## config.mk

```make
export PLATFORM = sky130hd
export DESIGN_NAME = rainbow_chase_hsv_pixels_unit
export DESIGN_NICKNAME = d
export VERILOG_FILES = /design/src/sv/rchsv_pkg.sv /design/src/sv/rainbow_chase_hsv_pixels_unit.sv /design/src/sv/rchsv_ctrl.sv /design/src/sv/rchsv_dp.sv
export SDC_FILE = /design/constraint.sdc
export NUM_CORES = 1
export LEC_CHECK = 0
export BUFFER_PORTS_ARGS = -buffer_cell sky130_fd_sc_hd__buf_2
export CELL_PAD_IN_SITES_DETAIL_PLACEMENT = 1
export CELL_PAD_IN_SITES_GLOBAL_PLACEMENT = 1
export CORE_AREA = 3 3 179 181
export DETAILED_ROUTE_END_ITERATION = 6
export DIE_AREA = 0 0 182 184
export PLACE_DENSITY_LB_ADDON = 0.1
export REMOVE_ABC_BUFFERS = 1
export SYNTH_ARGS = -nofsm -noshare
export SYNTH_HDL_FRONTEND = slang
export SYNTH_SLANG_ARGS = --single-unit
```

## constraint.sdc

```tcl
create_clock -name clk -period 8 [get_ports clk]
set_input_delay 1.6 -clock clk [delete_from_list [all_inputs] [get_ports clk]]
set_output_delay 1.6 -clock clk [all_outputs]
set_load 0.1 [all_outputs]
```

## src/sv/rchsv_pkg.sv

```systemverilog
// Shared constants, types and helper functions for the rainbow chase pixel unit.
package rchsv_pkg;

  localparam int PIXEL_COUNT = 10;
  localparam int CNT_W       = $clog2(PIXEL_COUNT + 1);
  localparam int IDX_W       = 4;
  localparam int COLOR_W     = 8;
  localparam int CFG_IDX_W   = 2;
  localparam int CFG_DATA_W  = 8;
  localparam int IN_TDATA_W  = 8;
  localparam int OUT_TDATA_W = 32;

  localparam logic [CFG_IDX_W-1:0] REG_SATURATION  = 2'd0;
  localparam logic [CFG_IDX_W-1:0] REG_BRIGHTNESS  = 2'd1;
  localparam logic [CFG_IDX_W-1:0] REG_HUE_SPACING = 2'd2;

  localparam logic [COLOR_W-1:0] SAT_RESET     = 8'd255;
  localparam logic [COLOR_W-1:0] BRIGHT_RESET  = 8'd255;
  localparam logic [COLOR_W-1:0] SPACING_RESET = 8'd2;
  localparam logic [COLOR_W-1:0] FRAME_RESET   = 8'd1;

  localparam logic [CNT_W-1:0] LIMIT_MAX  = CNT_W'(PIXEL_COUNT);
  localparam logic [CNT_W-1:0] LAST_INDEX = CNT_W'(PIXEL_COUNT - 1);

  localparam logic [2:0] REGION_0 = 3'd0;
  localparam logic [2:0] REGION_1 = 3'd1;
  localparam logic [2:0] REGION_2 = 3'd2;
  localparam logic [2:0] REGION_3 = 3'd3;
  localparam logic [2:0] REGION_4 = 3'd4;
  localparam logic [2:0] REGION_5 = 3'd5;

  // controller to datapath
  typedef struct packed {
    logic start;   // load hue accumulator and pixel counter for a new frame
    logic issue;   // push the current pixel into the conversion pipeline
  } rchsv_cmd_t;

  // datapath to controller
  typedef struct packed {
    logic adv;      // pipeline moves this cycle
    logic at_last;  // pixel counter sits on the final pixel
  } rchsv_sts_t;

  // hue / 43 for an 8-bit hue
  function automatic logic [2:0] region_of(input logic [COLOR_W-1:0] h);
    logic [2:0] r;
    if (h < 8'd43)       r = REGION_0;
    else if (h < 8'd86)  r = REGION_1;
    else if (h < 8'd129) r = REGION_2;
    else if (h < 8'd172) r = REGION_3;
    else if (h < 8'd215) r = REGION_4;
    else                 r = REGION_5;
    return r;
  endfunction

  // region * 43
  function automatic logic [COLOR_W-1:0] region_base(input logic [2:0] r);
    logic [COLOR_W-1:0] b;
    unique case (r)
      REGION_0: b = 8'd0;
      REGION_1: b = 8'd43;
      REGION_2: b = 8'd86;
      REGION_3: b = 8'd129;
      REGION_4: b = 8'd172;
      default:  b = 8'd215;
    endcase
    return b;
  endfunction

endpackage

```

## src/sv/rainbow_chase_hsv_pixels_unit.sv

```systemverilog
// Rainbow chase pixel unit: one frame request in, one RGB beat per strip pixel out.
// Each accepted beat with frame_request set starts a frame; the unit then issues
// PIXEL_COUNT pixels into a single conversion pipeline at one pixel per cycle
// whenever the pipeline advances, and the next request is taken right after the
// last pixel is issued. Results pass through three conversion stages and an
// output register, and the pipeline stalls whenever the output beat is not taken.
// A request beat with frame_request clear is taken and produces nothing.
// Configuration writes belong to idle periods, with all earlier pixels delivered.
module rainbow_chase_hsv_pixels_unit (
  input  logic                                  clk,
  input  logic                                  rst,
  input  logic                                  s_axis_tvalid,
  output logic                                  s_axis_tready,
  input  logic [rchsv_pkg::IN_TDATA_W-1:0]      s_axis_tdata,  // [0] frame_request
  output logic                                  m_axis_tvalid,
  input  logic                                  m_axis_tready,
  // [3:0] pixel_index, [11:4] red, [19:12] green, [27:20] blue, [31:28] zero
  output logic [rchsv_pkg::OUT_TDATA_W-1:0]     m_axis_tdata,
  output logic                                  m_axis_tlast,  // last_pixel
  input  logic                                  cfg_we,
  input  logic [rchsv_pkg::CFG_IDX_W-1:0]       cfg_index,
  input  logic [rchsv_pkg::CFG_DATA_W-1:0]      cfg_data
);
  import rchsv_pkg::*;

  rchsv_cmd_t         cmd;
  rchsv_sts_t         sts;
  logic [IDX_W-1:0]   pix_index;
  logic [COLOR_W-1:0] pix_red;
  logic [COLOR_W-1:0] pix_green;
  logic [COLOR_W-1:0] pix_blue;

  rchsv_ctrl u_ctrl (
    .clk       (clk),
    .rst       (rst),
    .req_valid (s_axis_tvalid),
    .req_bit   (s_axis_tdata[0]),
    .req_ready (s_axis_tready),
    .sts       (sts),
    .cmd       (cmd)
  );

  rchsv_dp u_dp (
    .clk       (clk),
    .rst       (rst),
    .cfg_we    (cfg_we),
    .cfg_index (cfg_index),
    .cfg_data  (cfg_data),
    .cmd       (cmd),
    .sts       (sts),
    .out_valid (m_axis_tvalid),
    .out_ready (m_axis_tready),
    .out_index (pix_index),
    .out_red   (pix_red),
    .out_green (pix_green),
    .out_blue  (pix_blue),
    .out_last  (m_axis_tlast)
  );

  assign m_axis_tdata = {4'd0, pix_blue, pix_green, pix_red, pix_index};

endmodule

```

## src/sv/rchsv_ctrl.sv

```systemverilog
// Frame sequencer: accepts frame requests and issues one pixel per pipeline advance.
module rchsv_ctrl (
  input  logic                    clk,
  input  logic                    rst,
  input  logic                    req_valid,
  input  logic                    req_bit,
  output logic                    req_ready,
  input  rchsv_pkg::rchsv_sts_t   sts,
  output rchsv_pkg::rchsv_cmd_t   cmd
);
  import rchsv_pkg::*;

  localparam logic ST_IDLE = 1'b0;
  localparam logic ST_RUN  = 1'b1;

  logic state;
  logic state_next;

  always_comb begin
    state_next = state;
    cmd.start  = 1'b0;
    cmd.issue  = 1'b0;
    req_ready  = 1'b0;
    unique case (state)
      ST_IDLE: begin
        req_ready = 1'b1;
        // a request bit of zero is taken and dropped
        if (req_valid && req_bit) begin
          cmd.start  = 1'b1;
          state_next = ST_RUN;
        end
      end
      ST_RUN: begin
        cmd.issue = sts.adv;
        if (sts.adv && sts.at_last) begin
          state_next = ST_IDLE;
        end
      end
      default: state_next = ST_IDLE;
    endcase
  end

  always_ff @(posedge clk) begin
    if (rst) begin
      state <= ST_IDLE;
    end else begin
      state <= state_next;
    end
  end

endmodule

```

## src/sv/rchsv_dp.sv

```systemverilog
// Datapath: config registers, chase state, hue stepping and the HSV-to-RGB pipeline.
module rchsv_dp (
  input  logic                                clk,
  input  logic                                rst,
  input  logic                                cfg_we,
  input  logic [rchsv_pkg::CFG_IDX_W-1:0]     cfg_index,
  input  logic [rchsv_pkg::CFG_DATA_W-1:0]    cfg_data,
  input  rchsv_pkg::rchsv_cmd_t               cmd,
  output rchsv_pkg::rchsv_sts_t               sts,
  output logic                                out_valid,
  input  logic                                out_ready,
  output logic [rchsv_pkg::IDX_W-1:0]         out_index,
  output logic [rchsv_pkg::COLOR_W-1:0]       out_red,
  output logic [rchsv_pkg::COLOR_W-1:0]       out_green,
  output logic [rchsv_pkg::COLOR_W-1:0]       out_blue,
  output logic                                out_last
);
  import rchsv_pkg::*;

  logic [COLOR_W-1:0] saturation;
  logic [COLOR_W-1:0] brightness;
  logic [COLOR_W-1:0] hue_spacing;
  logic [COLOR_W-1:0] frame_count;
  logic [CNT_W-1:0]   lit_limit;
  logic               growing;
  logic [CNT_W-1:0]   lit_limit_next;
  logic               growing_next;

  logic [COLOR_W-1:0] hue_acc;
  logic [CNT_W-1:0]   cnt;

  logic adv;

  // stage 1: hue and pixel tags
  logic               v1;
  logic [COLOR_W-1:0] hue1;
  logic [CNT_W-1:0]   idx1;
  logic               last1;
  logic               dark1;
  // stage 2: region and scaled fraction
  logic               v2;
  logic [2:0]         region2;
  logic [COLOR_W-1:0] frac2;
  logic [CNT_W-1:0]   idx2;
  logic               last2;
  logic               dark2;
  // stage 3: first products
  logic               v3;
  logic [2:0]         region3;
  logic [COLOR_W-1:0] sf3;
  logic [COLOR_W-1:0] sg3;
  logic [COLOR_W-1:0] p3;
  logic [CNT_W-1:0]   idx3;
  logic               last3;
  logic               dark3;

  logic [COLOR_W-1:0] diff1;
  logic [2:0]         region1;
  logic [COLOR_W-1:0] frac1;
  logic [15:0]        sf_prod;
  logic [15:0]        sg_prod;
  logic [15:0]        p_prod;
  logic [15:0]        q_prod;
  logic [15:0]        t_prod;
  logic [COLOR_W-1:0] q4;
  logic [COLOR_W-1:0] t4;
  logic [COLOR_W-1:0] r4;
  logic [COLOR_W-1:0] g4;
  logic [COLOR_W-1:0] b4;

  assign adv         = !out_valid || out_ready;
  assign sts.adv     = adv;
  assign sts.at_last = (cnt == LAST_INDEX);

  // config registers
  always_ff @(posedge clk) begin
    if (rst) begin
      saturation  <= SAT_RESET;
      brightness  <= BRIGHT_RESET;
      hue_spacing <= SPACING_RESET;
    end else if (cfg_we) begin
      case (cfg_index)
        REG_SATURATION:  saturation  <= cfg_data;
        REG_BRIGHTNESS:  brightness  <= cfg_data;
        REG_HUE_SPACING: hue_spacing <= cfg_data;
        default: ;
      endcase
    end
  end

  // bounce the lit limit between 0 and the pixel count
  always_comb begin
    lit_limit_next = lit_limit;
    growing_next   = growing;
    if (growing) begin
      if (lit_limit < LIMIT_MAX) lit_limit_next = lit_limit + 1'b1;
      if (lit_limit_next >= LIMIT_MAX) growing_next = 1'b0;
    end else begin
      if (lit_limit != '0) lit_limit_next = lit_limit - 1'b1;
      if (lit_limit_next == '0) growing_next = 1'b1;
    end
  end

  always_ff @(posedge clk) begin
    if (rst) begin
      frame_count <= FRAME_RESET;
      lit_limit   <= LIMIT_MAX;
      growing     <= 1'b0;
    end else if (cmd.issue && sts.at_last) begin
      frame_count <= frame_count + 1'b1;
      lit_limit   <= lit_limit_next;
      growing     <= growing_next;
    end
  end

  always_ff @(posedge clk) begin
    if (cmd.start) begin
      hue_acc <= frame_count;
      cnt     <= '0;
    end else if (cmd.issue) begin
      hue_acc <= hue_acc + hue_spacing;
      cnt     <= cnt + 1'b1;
    end
  end

  // stage 2 logic
  assign region1 = region_of(hue1);
  assign diff1   = hue1 - region_base(region1);
  assign frac1   = (diff1 << 2) + (diff1 << 1);

  // stage 3 logic
  assign sf_prod = {8'd0, saturation} * {8'd0, frac2};
  assign sg_prod = {8'd0, saturation} * {8'd0, 8'd255 - frac2};
  assign p_prod  = {8'd0, brightness} * {8'd0, 8'd255 - saturation};

  // output stage logic
  assign q_prod = {8'd0, brightness} * {8'd0, 8'd255 - sf3};
  assign t_prod = {8'd0, brightness} * {8'd0, 8'd255 - sg3};
  assign q4     = q_prod[15:8];
  assign t4     = t_prod[15:8];

  always_comb begin
    unique case (region3)
      REGION_0: begin r4 = brightness; g4 = t4;         b4 = p3;         end
      REGION_1: begin r4 = q4;         g4 = brightness; b4 = p3;         end
      REGION_2: begin r4 = p3;         g4 = brightness; b4 = t4;         end
      REGION_3: begin r4 = p3;         g4 = q4;         b4 = brightness; end
      REGION_4: begin r4 = t4;         g4 = p3;         b4 = brightness; end
      default:  begin r4 = brightness; g4 = p3;         b4 = q4;         end
    endcase
    // zero saturation is plain grey
    if (saturation == '0) begin
      r4 = brightness;
      g4 = brightness;
      b4 = brightness;
    end
    if (dark3) begin
      r4 = '0;
      g4 = '0;
      b4 = '0;
    end
  end

  always_ff @(posedge clk) begin
    if (rst) begin
      v1        <= 1'b0;
      v2        <= 1'b0;
      v3        <= 1'b0;
      out_valid <= 1'b0;
    end else if (adv) begin
      v1        <= cmd.issue;
      v2        <= v1;
      v3        <= v2;
      out_valid <= v3;
    end
  end

  always_ff @(posedge clk) begin
    if (adv) begin
      hue1    <= hue_acc;
      idx1    <= cnt;
      last1   <= (cnt == LAST_INDEX);
      dark1   <= (cnt > lit_limit);

      region2 <= region1;
      frac2   <= frac1;
      idx2    <= idx1;
      last2   <= last1;
      dark2   <= dark1;

      region3 <= region2;
      sf3     <= sf_prod[15:8];
      sg3     <= sg_prod[15:8];
      p3      <= p_prod[15:8];
      idx3    <= idx2;
      last3   <= last2;
      dark3   <= dark2;

      out_index <= IDX_W'(idx3);
      out_red   <= r4;
      out_green <= g4;
      out_blue  <= b4;
      out_last  <= last3;
    end
  end

endmodule

```

==> results.cfg <==
[run_status]
status = completed

[global_route]
grt_first_pass_wirelength_um = 72200
grt_pass1_vias = 14000
grt-ovfl-total = 0
grt_use_met2 = 0.487
grt_busiest_layer = met2
grt.total_usage = 0.268
met3_usage = 0.0447
grt_max_degree = 88
grt_antenna_before_repair = 0
gr-usage-met1 = 0.318

[placement]
io_buffers = 46
gp_congestion = 0.937
dp_hpwl_um = 32100
dp_cells = 2134
pre_cts_ws_ps = 2010

[finish]
drive_above_1_share = 0.0689
syn_to_final_growth_pct = 6.99
fin_nets = 2145
n_fill_cell = 3459
antenna_cells = 0
final_cells = 2166

[floorplan]
initial_core_util = 0.545
die_h_um = 184
dieArea_mm2 = 0.0335
core_mm2 = 0.0306
die_w_um = 182
num_io_pins = 58
row_count = 64

[worst_setup_path]
rr_endpoint = u_dp.out_red[6]
crit_type = flop to flop
startpoint_type = flop
reg2reg_depth = 17
cp_max_fo = 15
cp.arrival_ps = 6240
regToRegStartpoint = u_dp.brightness[1]
endpoint_kind = flop
r2r_slack_ps = 2020
crit_required_ps = 8260

[logic_synthesis]
synthTopCellsByCount = inv_1 (265), ha_1 (193), fa_1 (172)
synth_most_common_cell = inv_1
synthCells = 1752
synth_flop_cell = edfxtp_1
synth_edf_count = 100
async_flop_share = 0
synth_top_area_cell = fa_1
ys_seq_area_frac = 0.235
synth_area_per_cell_um2 = 9.51
synth_cell_types = 88
synth_area_leaders = fa_1 (21%), edfxtp_1 (18%), ha_1 (14%), inv_1 (6.0%), dfxtp_1 (5.5%)
yosysWarnings = 0
yosysTopAreaCellShare = 0.207
syn_area_mm2 = 0.0167
ys_ff_latch = 146

[min_path]
hold_depth = 0
hp-start = u_dp.idx3[0]
min-delay-path-class = flop to flop
holdPathEnd = u_dp.out_index[0]

[sta]
tns_ps = 0
skew_ps = 11.3
setup-violations-final = 0
slew_viol_final = 0
slew_headroom = 0.205
grt_setup_unrepaired = false
tightest_slew_ps = 1190
period_needed_ps = 5980
finalHoldViolations = 0
timing.fmax_mhz = 167
fin_ws_ps = 2020
fin_crit_sh = 0.748

[route]
drtIter0Drc = 762
via_per_inst = 5.79
routed-via-count = 12500
drc_errors = 0
detail-route-antenna-nets = 0
wirelength_um = 42800
wire_per_inst_um = 19.8
firstDrtPassIters = 5

[clocking]
cts_buffers = 17
cts_num_sinks = 146
cts-root-buf = clkbuf_16
cts_buffer_depth = 2
clk-insertion-delay-late_ps = 450
tritoncts = yes
cts_resized = 0
htreeDepth = 4
cts_setup_buffers = 0
hold_buffers = 0
clkSlewWorstSetupHoldPaths_ps = 70

[flow_run]
maxCapViolations = 0
[metrics by stage]
stage | util | cell area (um^2) | hold slack [ps]
floorplan | - | 16400 | 400
global placement | 0.563 | 17200 | 401
detailed placement | 0.563 | 17200 | 408
CTS | 0.583 | 17800 | 421
global route | 0.583 | 17800 | 429
finish | 0.583 | 17800 | 418
[area by class of cell]
type	instances	area [um^2]	area share
multi-input combinational	1262	11400	0.641
sequential	146	3920	0.220
inverter	267	1000	0.0562
tap	396	495	0.0278
clock buffer	18	450	0.0253
timing repair buffer	63	358	0.0201
clock inverter	14	165	0.00926
[critical path: stages (launching register included)]
cell       delay, ps
dfxtp_1          750
buf_4            350
or2b_1           270
fa_1             490
fa_1             540
inv_1             60
fa_1             540
inv_1             60
fa_1             530
inv_1             40
ha_1             320
a21oi_1          220
a2bb2oi_2        260
o211ai_4         150
and3_1           190
or3_1            480
a31o_1           270
a311oi_2         270
[logic make-up after synthesis]
family	synth area share
buffers and inverters	0.0798
AOI/OAI and AO/OA	0.107
DFF	0.235
adders and majority gates	0.351
other	0.000225
xor gates and xnor gates	0.0328
and+or+nand+nor	0.187
muxes	0.00668
[routing by layer]
| layer | vias to the layer above | part of all wire |
|---|---|---|
| met2 | 290 | 0.52 |
| met4 | 0 | 0.035 |
| met3 | 89 | 0.040 |
| met5 | - | 0 |
| li1 | 5769 | - |
| met1 | 6396 | 0.41 |
[worst max path at each step]
stage                            start                   to  slack (ps)
floorplan                m_axis_tready  u_dp.frame_count[7]        2760
global placement    u_dp.brightness[1]      u_dp.out_red[6]        2150
detailed placement  u_dp.brightness[1]      u_dp.out_red[6]        2010
CTS                 u_dp.brightness[1]      u_dp.out_red[6]        1990
global route        u_dp.brightness[1]      u_dp.out_red[6]        1760
finish              u_dp.brightness[1]      u_dp.out_red[6]        2020
[placed cells by master (no fill, tap or decap), drive strengths merged, types with 18 or more instances in the layout]
master,synthesis,routed
fa,172,172
buf,8,63
nor2b,115,115
nor2,106,106
a21oi,71,71
clkbuf,72,18
dfxtp,46,46
xnor2,34,34
nand2,96,96
o21ai,36,36
and2,33,33
a21o,20,20
ha,193,193
xor2,25,25
inv,265,274
nand2b,123,123
nor3,27,27
edfxtp,100,100
Power is not shown: default switching activity piles up to over one toggle a cycle in this logic, so the estimate is an artifact.
